[src/design/init_script_power_patcher_macros.svh]
// Assertion macros for the init script power patcher, used by ispp_queue.
// No dependencies; the assertion bodies vanish when SYNTHESIS is defined.
`ifndef INIT_SCRIPT_POWER_PATCHER_MACROS_SVH
`define INIT_SCRIPT_POWER_PATCHER_MACROS_SVH
`ifndef SYNTHESIS
`define ISPP_ASSERT(label, clk, rst, prop) \
   label: assert property (@(posedge clk) disable iff (rst) (prop)) \
      else $error("assertion failed");
`define ISPP_ASSERT_IMP(label, clk, rst, ante, cons) \
   label: assert property (@(posedge clk) disable iff (rst) (ante) |-> (cons)) \
      else $error("assertion failed");
`else
`define ISPP_ASSERT(label, clk, rst, prop)
`define ISPP_ASSERT_IMP(label, clk, rst, ante, cons)
`endif
`endif

[src/design/ispp_pkg.sv]
// Package for the init script power patcher: payload types, queue entry,
// command opcodes and power rule constants. No dependencies.
`timescale 1ns / 1ps

package ispp_pkg;

   localparam int unsigned QUEUE_DEPTH = 2;
   localparam int unsigned QUEUE_PTR_W = (QUEUE_DEPTH > 1) ? $clog2(QUEUE_DEPTH) : 1;
   localparam int unsigned QUEUE_CNT_W = $clog2(QUEUE_DEPTH + 1);

   localparam logic [15:0] OPC_VECTOR = 16'hFD82;
   localparam logic [15:0] OPC_CLASS2 = 16'hFD87;
   localparam logic [15:0] OPC_SLEEP  = 16'hFD0C;

   localparam logic [8:0] POS_PAYLOAD_FIRST = 9'd3;
   localparam logic [8:0] POS_VECTOR_FIRST  = 9'd5;
   localparam logic [8:0] POS_VECTOR_LAST   = 9'd19;
   localparam logic [8:0] POS_CLASS2_FIRST  = 9'd3;
   localparam logic [8:0] POS_CLASS2_LAST   = 9'd5;
   localparam logic [8:0] POS_SLEEP         = 9'd4;
   localparam logic [8:0] POS_VECTOR_BASE   = 9'd4;

   localparam logic signed [8:0] FLOOR_DB      = -9'sd35;
   localparam logic signed [8:0] GFSK_CEILING  = 9'sd12;
   localparam logic signed [8:0] OTHER_CEILING = 9'sd10;
   localparam logic signed [8:0] UNDER_DB      = 9'sd4;
   localparam int unsigned STEP_DB   = 5;
   localparam int unsigned RANGE_DB  = 30;
   localparam int unsigned MAX_STEPS = RANGE_DB / STEP_DB;
   localparam logic [3:0] TOP_LEVEL  = 4'd15;

   localparam int unsigned CSR_DATA_W  = 7;
   localparam int unsigned CSR_INDEX_W = 2;
   localparam logic [CSR_INDEX_W-1:0] CSR_MAX_POWER = 2'd0;
   localparam logic [CSR_INDEX_W-1:0] CSR_SLEEP     = 2'd1;
   localparam logic [CSR_INDEX_W-1:0] CSR_BLE       = 2'd2;

   typedef enum logic [1:0] {
      RULE_NONE,
      RULE_VECTOR,
      RULE_CLASS2,
      RULE_SLEEP
   } rule_type;

   typedef struct packed {
      logic [7:0] script_byte;
      logic       last_script_byte;
   } req_payload_type;

   typedef struct packed {
      logic [7:0] out_byte;
      logic       last_of_command;
      logic       was_patched;
   } rsp_payload_type;

   typedef struct packed {
      logic signed [6:0] max_power_db;
      logic              sleep_enable;
      logic              ble_level_one;
   } csr_type;

   typedef struct packed {
      logic [7:0] data_byte;
      logic       end_of_command;
      rule_type   rule;
      logic [3:0] rule_index;
      logic       kind_zero;
   } entry_type;

endpackage

[src/design/ispp_front.sv]
// Front end of the power patcher: parses script bytes into commands and
// classifies each passed byte by rewrite rule. Depends on ispp_pkg.
`timescale 1ns / 1ps

module ispp_front (
   input  logic                     clock,
   input  logic                     reset,
   input  logic                     req_valid,
   output logic                     req_ready,
   input  ispp_pkg::req_payload_type req_payload,
   input  logic                     queue_full,
   output logic                     push,
   output ispp_pkg::entry_type      push_entry
);

   typedef enum logic [2:0] {
      PH_TYPE,
      PH_OP_LO,
      PH_OP_HI,
      PH_LEN,
      PH_PAYLOAD
   } phase_type;

   phase_type   phase_ff, phase_in;
   logic [8:0]  pos_ff, pos_in;
   logic [7:0]  left_ff, left_in;
   logic [15:0] opcode_ff, opcode_in;
   logic        kind_zero_ff, kind_zero_in;
   logic        accept;
   logic [7:0]  b;

   assign req_ready = !queue_full;
   assign accept    = req_valid && req_ready;
   assign b         = req_payload.script_byte;
   assign push      = accept && (phase_ff != PH_TYPE);

   always_comb begin
      phase_in     = phase_ff;
      pos_in       = pos_ff;
      left_in      = left_ff;
      opcode_in    = opcode_ff;
      kind_zero_in = kind_zero_ff;
      push_entry                = '0;
      push_entry.data_byte      = b;
      push_entry.rule           = ispp_pkg::RULE_NONE;
      push_entry.kind_zero      = kind_zero_ff;
      unique case (phase_ff)
         PH_TYPE: begin
            phase_in = PH_OP_LO;
            pos_in   = 9'd0;
         end
         PH_OP_LO: begin
            opcode_in = {8'd0, b};
            pos_in    = 9'd1;
            phase_in  = PH_OP_HI;
         end
         PH_OP_HI: begin
            opcode_in = {b, opcode_ff[7:0]};
            pos_in    = 9'd2;
            phase_in  = PH_LEN;
         end
         PH_LEN: begin
            left_in = b;
            pos_in  = 9'd3;
            if (b == 8'd0) begin
               push_entry.end_of_command = 1'b1;
               phase_in = PH_TYPE;
            end else begin
               phase_in = PH_PAYLOAD;
            end
         end
         PH_PAYLOAD: begin
            if (pos_ff == ispp_pkg::POS_PAYLOAD_FIRST) begin
               kind_zero_in = (b == 8'd0);
            end
            push_entry.kind_zero = kind_zero_in;
            if (opcode_ff == ispp_pkg::OPC_VECTOR && pos_ff >= ispp_pkg::POS_VECTOR_FIRST &&
                pos_ff <= ispp_pkg::POS_VECTOR_LAST) begin
               push_entry.rule       = ispp_pkg::RULE_VECTOR;
               push_entry.rule_index = 4'(pos_ff - ispp_pkg::POS_VECTOR_BASE);
            end else if (opcode_ff == ispp_pkg::OPC_CLASS2 &&
                         pos_ff >= ispp_pkg::POS_CLASS2_FIRST &&
                         pos_ff <= ispp_pkg::POS_CLASS2_LAST) begin
               push_entry.rule       = ispp_pkg::RULE_CLASS2;
               push_entry.rule_index = 4'(pos_ff - ispp_pkg::POS_CLASS2_FIRST);
            end else if (opcode_ff == ispp_pkg::OPC_SLEEP && pos_ff == ispp_pkg::POS_SLEEP) begin
               push_entry.rule = ispp_pkg::RULE_SLEEP;
            end
            pos_in  = pos_ff + 9'd1;
            left_in = left_ff - 8'd1;
            if (left_ff == 8'd1) begin
               push_entry.end_of_command = 1'b1;
               phase_in = PH_TYPE;
            end
         end
         default: begin
            phase_in = PH_TYPE;
         end
      endcase
      if (req_payload.last_script_byte) begin
         phase_in = PH_TYPE;
         pos_in   = 9'd0;
         left_in  = 8'd0;
      end
   end

   always_ff @(posedge clock) begin
      if (reset) begin
         phase_ff     <= PH_TYPE;
         pos_ff       <= 9'd0;
         left_ff      <= 8'd0;
         opcode_ff    <= 16'd0;
         kind_zero_ff <= 1'b1;
      end else if (accept) begin
         phase_ff     <= phase_in;
         pos_ff       <= pos_in;
         left_ff      <= left_in;
         opcode_ff    <= opcode_in;
         kind_zero_ff <= kind_zero_in;
      end
   end

endmodule

[src/design/ispp_queue.sv]
// Short queue between the parser and the rewrite stage of the power patcher.
// Depends on ispp_pkg and the assertion macro header.
`timescale 1ns / 1ps
`include "init_script_power_patcher_macros.svh"

module ispp_queue (
   input  logic                clock,
   input  logic                reset,
   input  logic                push,
   input  ispp_pkg::entry_type push_entry,
   output logic                full,
   input  logic                pop,
   output logic                head_valid,
   output ispp_pkg::entry_type head_entry
);

   ispp_pkg::entry_type entries_ff [ispp_pkg::QUEUE_DEPTH];
   logic [ispp_pkg::QUEUE_PTR_W-1:0] wr_ptr_ff, rd_ptr_ff;
   logic [ispp_pkg::QUEUE_CNT_W-1:0] count_ff;

   localparam logic [ispp_pkg::QUEUE_PTR_W-1:0] LAST_PTR =
      ispp_pkg::QUEUE_PTR_W'(ispp_pkg::QUEUE_DEPTH - 1);
   localparam logic [ispp_pkg::QUEUE_CNT_W-1:0] DEPTH_CNT =
      ispp_pkg::QUEUE_CNT_W'(ispp_pkg::QUEUE_DEPTH);

   assign full       = (count_ff == DEPTH_CNT);
   assign head_valid = (count_ff != '0);
   assign head_entry = entries_ff[rd_ptr_ff];

   always_ff @(posedge clock) begin
      if (push) begin
         entries_ff[wr_ptr_ff] <= push_entry;
      end
   end

   always_ff @(posedge clock) begin
      if (reset) begin
         wr_ptr_ff <= '0;
         rd_ptr_ff <= '0;
         count_ff  <= '0;
      end else begin
         if (push) begin
            wr_ptr_ff <= (wr_ptr_ff == LAST_PTR) ? '0 : wr_ptr_ff + 1'b1;
         end
         if (pop) begin
            rd_ptr_ff <= (rd_ptr_ff == LAST_PTR) ? '0 : rd_ptr_ff + 1'b1;
         end
         if (push && !pop) begin
            count_ff <= count_ff + 1'b1;
         end else if (pop && !push) begin
            count_ff <= count_ff - 1'b1;
         end
      end
   end

   `ISPP_ASSERT_IMP(no_push_when_full, clock, reset, full, !push)
   `ISPP_ASSERT_IMP(no_pop_when_empty, clock, reset, !head_valid, !pop)
   `ISPP_ASSERT(count_in_range, clock, reset, count_ff <= DEPTH_CNT)
   `ISPP_ASSERT_IMP(push_fills_queue, clock, reset, push && !pop, ##1 head_valid)

endmodule

[src/design/ispp_back.sv]
// Rewrite stage of the power patcher: computes the patched byte for the
// queue head and holds the result beat. Depends on ispp_pkg.
`timescale 1ns / 1ps

module ispp_back (
   input  logic                      clock,
   input  logic                      reset,
   input  ispp_pkg::csr_type         csr,
   input  logic                      head_valid,
   input  ispp_pkg::entry_type       head_entry,
   output logic                      pop,
   output logic                      rsp_valid,
   input  logic                      rsp_ready,
   output ispp_pkg::rsp_payload_type rsp_payload
);

   logic                      valid_ff;
   ispp_pkg::rsp_payload_type payload_ff, payload_in;
   logic                      kind0;
   logic signed [8:0]         ceiling, max_db, capped, v_step, v_level;
   logic [3:0]                steps, steps_capped;
   logic [8:0]                drop;
   logic [7:0]                vector_byte, class2_byte;

   assign rsp_valid   = valid_ff;
   assign rsp_payload = payload_ff;
   assign pop         = head_valid && (!valid_ff || rsp_ready);

   always_comb begin
      kind0   = (head_entry.rule == ispp_pkg::RULE_CLASS2) ? (head_entry.rule_index == 4'd0)
                                                           : head_entry.kind_zero;
      ceiling = kind0 ? ispp_pkg::GFSK_CEILING : ispp_pkg::OTHER_CEILING;
      max_db  = 9'(csr.max_power_db);
      capped  = (ceiling > max_db) ? max_db : ceiling;

      steps        = ispp_pkg::TOP_LEVEL - head_entry.rule_index;
      steps_capped = (steps > 4'(ispp_pkg::MAX_STEPS)) ? 4'(ispp_pkg::MAX_STEPS) : steps;
      drop         = 9'(steps_capped) * 9'(ispp_pkg::STEP_DB);
      v_step       = capped - $signed(drop);
      v_level      = v_step;
      if (steps_capped != 4'd0 && v_step < ispp_pkg::FLOOR_DB) begin
         v_level = ispp_pkg::FLOOR_DB;
      end
      if (head_entry.rule_index == 4'd1 && head_entry.kind_zero && csr.ble_level_one) begin
         v_level = capped;
      end
      vector_byte = {v_level[6:0], 1'b0};

      if (capped < ispp_pkg::UNDER_DB) begin
         class2_byte = 8'(ispp_pkg::TOP_LEVEL);
      end else if (capped < ispp_pkg::UNDER_DB + 9'(ispp_pkg::STEP_DB)) begin
         class2_byte = 8'(ispp_pkg::TOP_LEVEL) - 8'd1;
      end else begin
         class2_byte = 8'(ispp_pkg::TOP_LEVEL) - 8'd2;
      end

      payload_in.last_of_command = head_entry.end_of_command;
      payload_in.was_patched     = (head_entry.rule != ispp_pkg::RULE_NONE);
      unique case (head_entry.rule)
         ispp_pkg::RULE_VECTOR: payload_in.out_byte = vector_byte;
         ispp_pkg::RULE_CLASS2: payload_in.out_byte = class2_byte;
         ispp_pkg::RULE_SLEEP:  payload_in.out_byte = {7'd0, csr.sleep_enable};
         default:               payload_in.out_byte = head_entry.data_byte;
      endcase
   end

   always_ff @(posedge clock) begin
      if (reset) begin
         valid_ff <= 1'b0;
      end else if (pop) begin
         valid_ff <= 1'b1;
      end else if (rsp_ready) begin
         valid_ff <= 1'b0;
      end
   end

   always_ff @(posedge clock) begin
      if (pop) begin
         payload_ff <= payload_in;
      end
   end

endmodule

[src/design/init_script_power_patcher.sv]
// Init script power patcher: one script byte per beat in, one result beat per passed byte out.
// Throughput is one byte per cycle; input stalls only while the queue holds two bytes behind a held result.
// An accepted byte is written into the queue, then into the result register once that register is free
// or taken; its beat is offered from there. Packet-type bytes are taken and give no result beat.
// Reset is synchronous: parser, queue and result valid clear, CSR registers take their defaults.
// Depends on ispp_pkg, ispp_front, ispp_queue and ispp_back.
`timescale 1ns / 1ps

module init_script_power_patcher (
   input  logic                                clock,
   input  logic                                reset,
   input  logic                                req_valid,
   output logic                                req_ready,
   input  ispp_pkg::req_payload_type           req_payload,
   output logic                                rsp_valid,
   input  logic                                rsp_ready,
   output ispp_pkg::rsp_payload_type           rsp_payload,
   input  logic                                csr_we,
   input  logic [ispp_pkg::CSR_INDEX_W-1:0]    csr_index,
   input  logic [ispp_pkg::CSR_DATA_W-1:0]     csr_wdata
);

   ispp_pkg::csr_type   csr_ff;
   ispp_pkg::entry_type push_entry, head_entry;
   logic                push, pop, queue_full, head_valid;

   always_ff @(posedge clock) begin
      if (reset) begin
         csr_ff.max_power_db  <= 7'sd13;
         csr_ff.sleep_enable  <= 1'b0;
         csr_ff.ble_level_one <= 1'b0;
      end else if (csr_we) begin
         case (csr_index)
            ispp_pkg::CSR_MAX_POWER: csr_ff.max_power_db  <= $signed(csr_wdata);
            ispp_pkg::CSR_SLEEP:     csr_ff.sleep_enable  <= csr_wdata[0];
            ispp_pkg::CSR_BLE:       csr_ff.ble_level_one <= csr_wdata[0];
            default: ;
         endcase
      end
   end

   ispp_front u_front (
      .clock       (clock),
      .reset       (reset),
      .req_valid   (req_valid),
      .req_ready   (req_ready),
      .req_payload (req_payload),
      .queue_full  (queue_full),
      .push        (push),
      .push_entry  (push_entry)
   );

   ispp_queue u_queue (
      .clock      (clock),
      .reset      (reset),
      .push       (push),
      .push_entry (push_entry),
      .full       (queue_full),
      .pop        (pop),
      .head_valid (head_valid),
      .head_entry (head_entry)
   );

   ispp_back u_back (
      .clock       (clock),
      .reset       (reset),
      .csr         (csr_ff),
      .head_valid  (head_valid),
      .head_entry  (head_entry),
      .pop         (pop),
      .rsp_valid   (rsp_valid),
      .rsp_ready   (rsp_ready),
      .rsp_payload (rsp_payload)
   );

endmodule

[config.mk]
export PLATFORM = sky130hd
export DESIGN_NAME = init_script_power_patcher
export DESIGN_NICKNAME = d
export VERILOG_FILES = /design/src/design/ispp_pkg.sv /design/src/design/ispp_front.sv /design/src/design/ispp_queue.sv /design/src/design/ispp_back.sv /design/src/design/init_script_power_patcher.sv
export VERILOG_INCLUDE_DIRS = /design/src /design/src/design
export SDC_FILE = /design/constraint.sdc
export NUM_CORES = 1
export LEC_CHECK = 0
export BUFFER_PORTS_ARGS = -buffer_cell sky130_fd_sc_hd__buf_2
export CORE_MARGIN = 2
export CORE_UTILIZATION = 32
export DETAILED_ROUTE_END_ITERATION = 10
export PLACE_DENSITY = 0.6
export SLEW_MARGIN = 20
export SYNTH_ARGS = -nofsm -noshare
export SYNTH_HDL_FRONTEND = slang
export SYNTH_SLANG_ARGS = --single-unit
[constraint.sdc]
create_clock -name clock -period 7.4 [get_ports clock]
set_input_delay 1.48 -clock clock [delete_from_list [all_inputs] [get_ports clock]]
set_output_delay 1.48 -clock clock [all_outputs]
set_load 0.01 [all_outputs]
Word-level counts from Yosys, hierarchy flattened
Memories as Yosys holds them, arrays and structs flattened. A register that Yosys moved wholly into a read port is not among the register bits.
Cells that the tools add are included.

word-level totals
  register bits after elaboration = 61
  input bits = 23
  memories = 1
  word-level logic and storage cells = 133
  output and inout bits = 12
  bits in writable memories = 32

cells by class
  muxes and demuxes = 37
  equality and inequality tests = 18
  bitwise gates (word level) = 1
  magnitude comparators = 9
  add/subtract/negate cells = 10
  reduce and logical (&&, ||, !) cells = 40
  $mul = 1

memory list
  name                depth  bits a word  read ports  clocked after memory_dff  wr ports  RTL line          source
  u_queue.entries_ff  2      16           1           1                         1         ispp_queue.sv:17  ispp_pkg::entry_type entries_ff [ispp_pkg::QUEUE_DEPTH];

operators with widths
  operator                                                                             number
  16-bit == test, second input constant                                                3
  9-bit case mux with 5 select lines                                                   1
  16-bit case mux with 2 select lines                                                  1
  8-bit case mux with 3 select lines                                                   1
  7-bit 2-to-1 mux                                                                     3
  9-bit by 4-bit < comparator with 1-bit output, second input constant                 2
  9-bit 2-to-1 mux                                                                     2
  8-bit 2-to-1 mux                                                                     2
  8-bit case mux with 2 select lines                                                   1
  2-bit AND reduction                                                                  8
  3-bit case mux with 5 select lines                                                   1
  1-bit logical AND                                                                    13
  1-bit 2-to-1 mux                                                                     12
  3-bit 2-to-1 mux                                                                     4
  2-bit 2-to-1 mux                                                                     5
  2-bit nonzero test                                                                   5
  9-bit by 1-bit adder with 9-bit output, second input constant                        1
  9-bit by 2-bit == test with 1-bit output, second input constant                      1
  9-bit by 3-bit == test with 1-bit output, second input constant                      1
  9-bit by 2-bit greater-or-equal comparator with 1-bit output, second input constant  1
  9-bit by 3-bit greater-or-equal comparator with 1-bit output, second input constant  1
  9-bit by 3-bit less-or-equal comparator with 1-bit output, second input constant     1
  9-bit by 5-bit less-or-equal comparator with 1-bit output, second input constant     1
  9-bit by 7-bit < comparator with 1-bit output, second input constant                 1
  33 further kinds                                                                     44

Longest topological paths before layout
Gate-level depths: netlist of the first run.

  word-level depth = 11
  mapped depth = 21
  mapped depth without buffers = 20

By module
From an unflattened synthesis of the first run, not the netlist that was laid out.

unflattened totals
  cell total of the unflattened synthesis = 578
  area, all modules = 5511.5 um^2

modules (own cells, without submodules)
  module                     sequential area each (um^2)  instances  cells each  area an instance (um^2)
  ispp_front                 740.7                        1          304         2401.1
  ispp_queue                 1061.0                       1          72          1363.8
  ispp_back                  320.3                        1          162         1341.3
  init_script_power_patcher  180.2                        1          40          405.4

Least setup slack after synthesis of the first run
No wires, ideal clock.

  path kind = register to register
  from = memory u_queue.entries_ff[1][4] (netlist name)
  to = register u_back.payload_ff, in the netlist u_back.rsp_payload[3] (data pin)
  required time = 7134 ps
  path buffers = 0
  setup time = 266 ps
  slack = 3359 ps
  period minus slack after synthesis = 4041 ps
  arrival time = 3775 ps
  cell stages (with the launch flop) = 18
  cell sequence = edfxtp_1 nor4b_2 o21ai_2 o21ai_2 ha_1 nor2b_1 o21ai_0 nand3_1 a21oi_1 o21bai_1 inv_1 fa_1 nor2_1 and2_1 o211ai_2 nor3b_4 nor4_4 o21ai_1

RTL lines
  what                  RTL line          source
  from (decl)           ispp_queue.sv:17
  to (signal assigned)  ispp_back.sv:79   payload_ff <= payload_in;
  to (decl)             ispp_back.sv:18   ispp_pkg::rsp_payload_type payload_ff, payload_in;

==> results of run 1 <==
==> cell families after synthesis <==
kind of cell               Yosys count  synth area share, %
buffers and inverters               57                 4.17
adders and majority gates           23                 5.64
muxes                               26                 5.24
AOI/OAI and AO/OA                  145                 17.8
DFF                                 94                 42.9
xor gates and xnor gates            15                 2.70
other                                2                0.140
and+or+nand+nor                    224                 21.5
==> area by class of cell <==
cell class,count,area [um^2],share of cell area [%]
Clock inverter,7,78.8,1.30
Tap cell,220,275,4.55
Timing Repair Buffer,39,208,3.43
Clock buffer,9,225,3.72
Inverter,31,116,1.92
Sequential cell,94,2300,38.0
Multi-Input combinational cell,436,2850,47.0
==> critical path: stages, from the launching register on <==
cell	delay, ns
dfxtp_1	0.31
buf_4	0.35
mux2i_2	0.35
o21ai_2	0.14
o21ai_2	0.26
ha_1	0.33
nor2b_1	0.15
o21ai_0	0.15
nand3_1	0.18
a21oi_1	0.32
o21bai_1	0.21
inv_1	0.10
fa_1	0.46
nor2_1	0.31
and2_1	0.20
o211ai_2	0.12
nor3b_4	0.20
nor4_4	0.33
o21ai_1	0.13
==> path summary, 6_finish.rpt <==
check / cells past startpoint / from / end / slack (ns)
max reg2reg: 18 / flop / u_back.rsp_payload[3] / 2.53
max: 18 / flop / u_back.rsp_payload[3] / 2.53
min reg2reg: 2 / u_front.opcode_ff[4] / u_front.opcode_ff[4] / 0.46
min: 2 / u_front.opcode_ff[4] / u_front.opcode_ff[4] / 0.46
==> per-layer routing <==
metal  part of all wire (%)  up-vias
met5                      0        -
met4                    2.1        0
met3                    4.2       23
met2                     48       93
met1                     46     2054
li1                       -     2157
==> stage by stage <==
| step | hold slack [ns] | power (mW) | utilization [%] |
|---|---|---|---|
| 2_1_floorplan | 0.427 | 1.18 | - |
| 3_3_place_gp | 0.443 | 1.32 | 34.9 |
| 3_5_place_dp | 0.450 | 1.33 | 34.9 |
| 4_1_cts | 0.461 | 1.81 | 36.8 |
| 5_1_grt | 0.476 | 1.92 | 36.8 |
| 6_report | 0.459 | 1.80 | 36.8 |
==> power breakdown <==
part	switching (mW)	internal, mW
clock	0.202	0.266
sequential	0.0256	0.609
combinational	0.412	0.281
==> state kept, by name (all words and copies together), names as in the netlist, named ones only <==
signal and cells:
u_front.pos_ff 9, u_front.opcode_ff 16, u_back.rsp_valid 1, u_front.left_ff 8, u_queue.rd_ptr_ff 1, csr_ff 9, u_front.phase_ff 3, u_queue.entries_ff 32
u_queue.wr_ptr_ff 1, u_back.rsp_payload 10, u_front.kind_zero_ff 1, u_queue.count_ff 2
==> cell usage in the layout, fill, tap and decap left out, types with 8 or more instances in the layout <==
master	instances
a21oi_1	55
and2_1	10
buf_2	34
clkbuf_16	9
dfxtp_1	52
edfxtp_1	42
ha_1	21
inv_1	31
mux2i_1	20
nand2_1	48
nand2b_1	8
nand3_1	29
nor2_1	63
nor2b_1	13
nor3_1	12
o21ai_0	28
==> out/summary.txt, run 1 <==
final worst slack = 2.53 ns
die height = 134 um
synthesis-to-finish area growth = 12.7%
# hold bufs at CTS = 0
Finished Layout Cells = 836
top-count cell post-synth = nor2_1
share of the synthesized area in the top cell type = 23.5%
syn avg cell area = 9.16 um^2
GRT Max-Usage Layer = met2
Post-DP HPWL = 9420 um
initial drt markers = 318
Worst Path Class, Setup = reg2reg
Pleak = 2.20 nW
placed cell areas = 5750 um^2
FMAX = 0.205 GHz
Synth area leaders = edfxtp_1, dfxtp_1, a21oi_1
Period Utilization, post-route = 65.9%
Hold Vio Cnt, Final = 0
Setup Skew = 0.00956 ns
kind of end point of the critical path = flop
die area = 17800 um^2
global-route wire length before repair = 20500 um
TritonCTS clock tree = yes
Slew Limit Fails = 0
CP arrival = 4.95 ns
final wirelength = 12400 um
sequential element share of the synthesized area = 42.9%
GR Layer Usage met2 = 23.8%
clock buffer count from CTS = 9
Clk Latency, worst-skew pair = 0.35 ns
post-route cell area = 6050 um^2
final net count = 657
Pre-antenna DRT Iters = 4
layout cells sized above 1 = 13.3%
CP max FO = 29
Initial Utilization = 32.6%
fin crit period = 4.87 ns
H-tree depth = 3
worst min path class = reg2reg
met1 usage = 18.0%
largest net degree at the start of global routing = 44
initial antenna violation count = 0
Final Wtd Congestion = 0.916
met3 Use GR = 3.50%
max cap viols = 0
Worst-Margin Slew = 0.885 ns
Fin Setup TNS = 0 ns
dpl ws = 2.57 ns
Placed Cells = 820
core footprint = 16500 um^2
synth warn = 0
wire length per cell = 14.8 um
row count = 47
FF+latch count, synth = 94
final-layout fill cell count = 1670
CTS max path bufs = 2
endpoints failing setup = 0
vias in the first global route = 4280
post-CTS sizing = 0
post-synthesis async set-or-reset flop share = 0%
status = finished clean
Ant. Diodes = 0
total track usage = 14.2%
post-CTS setup buffers = 0
gr ovfl total = 0
Die X = 134 um
Synth top cells by count = nor2_1, a21oi_1, dfxtp_1
Slew headroom = 39.5%
RSZ-0062 raised after global routing = false
Clock transition at path regs = 0.07 ns
clk root buf = clkbuf_16
DRC Markers = 0
number of synthesized flops with an enable pin = 42
Yosys cell types = 74
remaining antenna violation count = 0
clk sinks = 94
via count = 4327
Post-Syn Instances = 586
CP Launch Type = flop
Via-to-Cell Ratio = 5.18
Synth Cell Area = 5370 um^2
I/O pins = 35
VDD IR max = 0.000141 V
WP data required = 7.48 ns
IO Port Bufs = 34
largest area contributor in the netlist = edfxtp_1
PwrDens = 297 nW/um^2
Top FF cell, synth = dfxtp_1
(Power assumes the default switching activity.)
==> run 2: changes to the inputs <==
--- a/config.mk
+++ b/config.mk
@@ -10,7 +10,7 @@
 export CORE_MARGIN = 2
 export CORE_UTILIZATION = 32
 export DETAILED_ROUTE_END_ITERATION = 10
-export PLACE_DENSITY = 0.6
+export PLACE_DENSITY = 0.61
 export SLEW_MARGIN = 20
 export SYNTH_ARGS = -nofsm -noshare
 export SYNTH_HDL_FRONTEND = slang
==> constraint.sdc (replaced) <==
create_clock -name clock -period 4.4 [get_ports clock]
set_input_delay 0.88 -clock clock [delete_from_list [all_inputs] [get_ports clock]]
set_output_delay 0.88 -clock clock [all_outputs]
set_load 0.01 [all_outputs]
==> run 2 against run 1 <==
Effect of this change: register-to-register slack got worse by 2.3 ns; largest power group unchanged; clock skew increased by 0.0014 ns; flip-flop and latch count unchanged; critical path depth unchanged; critical path type unchanged; sequential share of layout area decreased by 1.0 points.
==> out/summary.txt, run 2 (synthesis results as in run 1) <==
status = finished clean
most frequent cells in the layout = nor2_1, a21oi_1, dfxtp_1, nand2_1, edfxtp_1
post-route cell area = 6230 um^2
Finished Layout Cells = 851
Placed Cells = 827
Reg with most FFs = u_queue.entries_ff
Worst-Margin Slew = 0.929 ns
final wirelength = 13000 um
multi-input combinational cell area = 2920 um^2
clk root buf = clkbuf_16
CP Launch Type = flop
WHS Path Cells = 2
Period Utilization, post-route = 95.8%
die height = 134 um
TritonCTS clock tree = yes
final net count = 672
clock buffer count from CTS = 9
dpl ws = -0.0401 ns
layout cells sized above 1 = 16.6%
number of flip-flops in the largest register = 32
endpoints failing setup = 0
DRC Markers = 0
Setup Skew = 0.0109 ns
Via-to-Cell Ratio = 5.25
synthesis-to-finish area growth = 16.0%
flop-to-flop setup slack = 0.18 ns
Clk Latency, worst-skew pair = 0.35 ns
H-tree depth = 3
PwrDens = 500 nW/um^2
FMAX = 0.237 GHz
IO Port Bufs = 34
clk sinks = 94
initial drt markers = 298
final worst slack = 0.183 ns
WP data required = 4.48 ns
Clock transition at path regs = 0.07 ns
Worst Path Class, Setup = reg2reg
Post-DP HPWL = 9430 um
Ant. Diodes = 0
VDD IR max = 0.000227 V
placed cell areas = 5800 um^2
die area = 17800 um^2
remaining antenna violation count = 0
Slew headroom = 37.6%
Worst Reg-to-Reg Cells = 18
wire length per cell = 15.2 um
CTS max path bufs = 2
Pwr Total = 3.11 mW
Initial Utilization = 32.6%
global-route wire length before repair = 20800 um
CP arrival = 4.30 ns
core footprint = 16500 um^2
fin crit period = 4.22 ns
kind of end point of the critical path = flop
Slew Limit Fails = 0
hold path endpoint = u_front.opcode_ff[5]
RR Endpoint = u_back.rsp_payload[5]
reg2reg start = u_queue.entries_ff[0][3]
Final Wtd Congestion = 0.902
gr ovfl total = 0
final-layout fill cell count = 1661
vias in the first global route = 4241
worst hold start = u_front.opcode_ff[5]
initial antenna violation count = 0
Sequential Area = 2310 um^2
max cap viols = 0
worst min path class = reg2reg
# hold bufs at CTS = 0
Min Hold Slack = 0.456 ns
largest net degree at the start of global routing = 44
Die X = 134 um
commonest non-fill, non-tap cell in the layout = nor2_1
row count = 47
Pre-antenna DRT Iters = 5
via count = 4468
total track usage = 14.5%
CP max FO = 5
I/O pins = 35
Hold Vio Cnt, Final = 0
Pleak = 2.29 nW
run 2: critical path, cell delays in order, from the launching register on:
cell and delay (ns):
edfxtp_1 0.44, nor4_4 0.32, o21ai_2 0.12, o21ai_2 0.21, ha_4 0.25, and4bb_2 0.24
and3_1 0.18, o221ai_2 0.21, nand2_1 0.14, mux2i_4 0.23, ha_1 0.26, o21ai_0 0.07
nand2b_1 0.12, a31oi_2 0.19, nor2b_2 0.17, xnor2_1 0.18, a32oi_2 0.12, nor4_4 0.35
o21ai_1 0.13
run 2: cell type report:
cell class,instances,area share [%]
well taps,220,4.42
clock inverters,6,0.985
multi-input cells,436,46.9
flip-flops and latches,94,37.0
clock buffers,10,3.68
repair buffers,54,5.14
inverters,31,1.87
run 2: power breakdown:
part	switching (mW)	total (mW)	internal, mW
Combinational	0.719	1.26	0.538
Clock	0.335	0.774	0.439
Sequential	0.0554	1.08	1.03
Total	1.11	3.11	2.00
run 2: layer usage:
layer,vias up,share of wire [%],GRT usage [%]
li1,2180,-,-
met1,2168,46,18.1
met2,102,48,24.9
met3,18,4.5,3.27
met4,0,1.8,4.61
met5,-,0,0
run 2: worst max-delay path by stage:
stage                                  endpoint                      from  slack, ns
final                     u_back.rsp_payload[5]  u_queue.entries_ff[0][3]       0.18
after global routing      u_back.rsp_payload[5]  u_queue.entries_ff[0][3]      -0.07
after CTS                 u_back.rsp_payload[5]  u_queue.entries_ff[1][4]       0.08
after detailed placement  u_back.rsp_payload[5]                      flop      -0.04
after global placement    u_back.rsp_payload[3]                      flop       0.16
after floorplan           u_back.rsp_payload[3]  u_queue.entries_ff[1][4]       0.36
run 2: stage by stage:
stage	setup TNS (ns)	utilization, %
floorplan	0	-
global placement	0	35.2
detailed placement	-0.120	35.2
CTS	0	37.0
global route	-0.198	37.8
finish	0	37.8
run 2: repair_timing:
item	CTS	global route
pin swaps	0	6
gates resized for setup	2	15
buffers inserted	0	8
endpoints found under the setup margin	4	7
==> run 3: changes to the inputs <==
--- a/config.mk
+++ b/config.mk
@@ -11,6 +11,7 @@
 export CORE_UTILIZATION = 32
 export DETAILED_ROUTE_END_ITERATION = 10
 export PLACE_DENSITY = 0.61
+export REMOVE_ABC_BUFFERS = 1
 export SLEW_MARGIN = 20
 export SYNTH_ARGS = -nofsm -noshare
 export SYNTH_HDL_FRONTEND = slang
==> run 3 against run 2 <==
Effect of this change: via count fell by 2.1%; global-route usage barely moved; hold slack got worse by 0.0021 ns; flip-flop and latch count did not move; cell count rose by 0.12%; combinational power rose by 3%; count of clock-buffer cells in the layout did not move; clock skew fell by 0.0052 ns; wire length fell by 0.70%; core utilization rose by 0.11 points; clock power rose by 2%; sequential share of layout area fell by 0.17 points; critical endpoint unchanged.
==> out/summary.txt, run 3 (synthesis results as in run 1) <==
status = finished clean
endpoints failing setup = 0
Period Utilization, post-route = 96.7%
CP arrival = 4.34 ns
DRC Markers = 0
Pleak = 2.30 nW
Setup Skew = 0.00571 ns
final net count = 673
Reg with most FFs = u_queue.entries_ff
Clock transition at path regs = 0.07 ns
Via-to-Cell Ratio = 5.13
total track usage = 14.5%
Slew headroom = 43.0%
CP max FO = 10
initial antenna violation count = 0
Ant. Diodes = 0
remaining antenna violation count = 0
Die X = 134 um
gr ovfl total = 0
most frequent cells in the layout = nor2_1, a21oi_1, dfxtp_1, nand2_1, edfxtp_1
WP data required = 4.48 ns
WHS Path Cells = 2
wire length per cell = 15.1 um
clock buffer count from CTS = 9
synthesis-to-finish area growth = 16.3%
clk root buf = clkbuf_16
slowest cell on the critical path = dfxtp_1
largest net degree at the start of global routing = 44
final-layout fill cell count = 1644
worst min path class = reg2reg
Initial Utilization = 32.6%
max cap viols = 0
VDD IR max = 0.000203 V
core footprint = 16500 um^2
PwrDens = 505 nW/um^2
Critical Path, Cell by Cell = buf_6 > mux2i_4 > a211o_1 > o21ai_2 > ha_4 > inv_1 > nand3_1 > a41oi_2 > nand3_2 > a21oi_2 > o21bai_2 > ha_1 > nor2b_1 > o21ai_0 > nand2b_1 > a31oi_2 > nor2b_2 > xnor2_1 > a32oi_2 > nor4_4 > o21ai_1
Hold Vio Cnt, Final = 0
initial drt markers = 301
die area = 17800 um^2
row count = 47
vias in the first global route = 4253
H-tree depth = 3
# hold bufs at CTS = 0
number of flip-flops in the largest register = 32
placed cell areas = 5800 um^2
CTS max path bufs = 2
clk sinks = 94
final wirelength = 12900 um
Largest stage delay, worst path = 0.38 ns
Post-DP HPWL = 9440 um
Final Wtd Congestion = 0.852
layout cells sized above 1 = 16.8%
Pre-antenna DRT Iters = 5
FMAX = 0.235 GHz
IO Port Bufs = 34
Min Hold Slack = 0.454 ns
I/O pins = 35
Clk Latency, worst-skew pair = 0.35 ns
commonest non-fill, non-tap cell in the layout = nor2_1
post-route cell area = 6240 um^2
die height = 134 um
global-route wire length before repair = 20700 um
Worst Reg-to-Reg Cells = 21
fin crit period = 4.25 ns
TritonCTS clock tree = yes
kind of end point of the critical path = flop
Worst-Margin Slew = 0.848 ns
worst hold start = u_front.opcode_ff[4]
Worst Path Class, Setup = reg2reg
CP Launch Type = flop
via count = 4373
Slew Limit Fails = 0
==> run 3: changes by cell type in the layout (fill, tap and decap cells not counted), sizes merged <==
cell,before,now
inv,32,34
buf,54,55
clkinv,2,1
clkinvlp,2,1
==> run 3: path summary, 6_finish.rpt <==
| kind | slack [ns] | endpoint |
|---|---|---|
| worst max-delay path | 0.15 | u_back.rsp_payload[5] |
| worst min-delay path | 0.45 | u_front.opcode_ff[4] |
| worst max register to register | 0.15 | u_back.rsp_payload[5] |
| worst min register to register | 0.45 | u_front.opcode_ff[4] |
==> run 3: worst max-delay path, delay by kind of cell (launching register included) <==
kind,cells,cell delay [ns]
buffers and inverters,2,0.25
and+or+nand+nor,6,1.02
AOI/OAI and AO/OA,9,1.46
muxes,1,0.26
DFF,1,0.38
adders and majority gates,2,0.43
xor gates and xnor gates,1,0.17
==> run 3: layout make-up <==
cell class | count | area [um^2] | share of cell area (%)
clock buffer | 10 | 229 | 3.67
multi-input combinational | 436 | 2920 | 46.8
sequential | 94 | 2300 | 36.9
tap | 220 | 275 | 4.41
inverter | 31 | 116 | 1.86
timing repair buffer | 55 | 332 | 5.31
clock inverter | 6 | 68.8 | 1.10
==> run 3: per-stage QoR <==
step                TNS, ns  total power [mW]  setup slack [ns]  instances  utilization (%)
global route         -0.194              3.34           -0.0555        852             37.9
global placement          0              2.26             0.252        827             35.2
CTS                       0              3.07            0.0126        843             37.0
finish                    0              3.15             0.147        852             37.9
detailed placement        0              2.27            0.0367        827             35.2
floorplan             -1.79              1.96            -0.289        561                -
==> run 3: power breakdown <==
part           switching, mW  internal (mW)  leakage (nW)  total (mW)
Combinational          0.728          0.567          1.36        1.30
Sequential            0.0442           1.02         0.791        1.07
Clock                  0.342          0.446         0.144       0.788
==> run 3: per-layer routing <==
layer,routed length (um),GRT usage [%],up-vias
met5,0,0,-
met4,175,4.85,0
met3,400,3.01,12
met2,6610,25.4,83
met1,5680,17.7,2085
li1,-,-,2193
==> run 3: what timing repair did <==
item	CTS	global route
endpoints found under the hold margin	0	0
endpoints found under the setup margin	0	6
buffers inserted	0	9
resized for setup	0	15
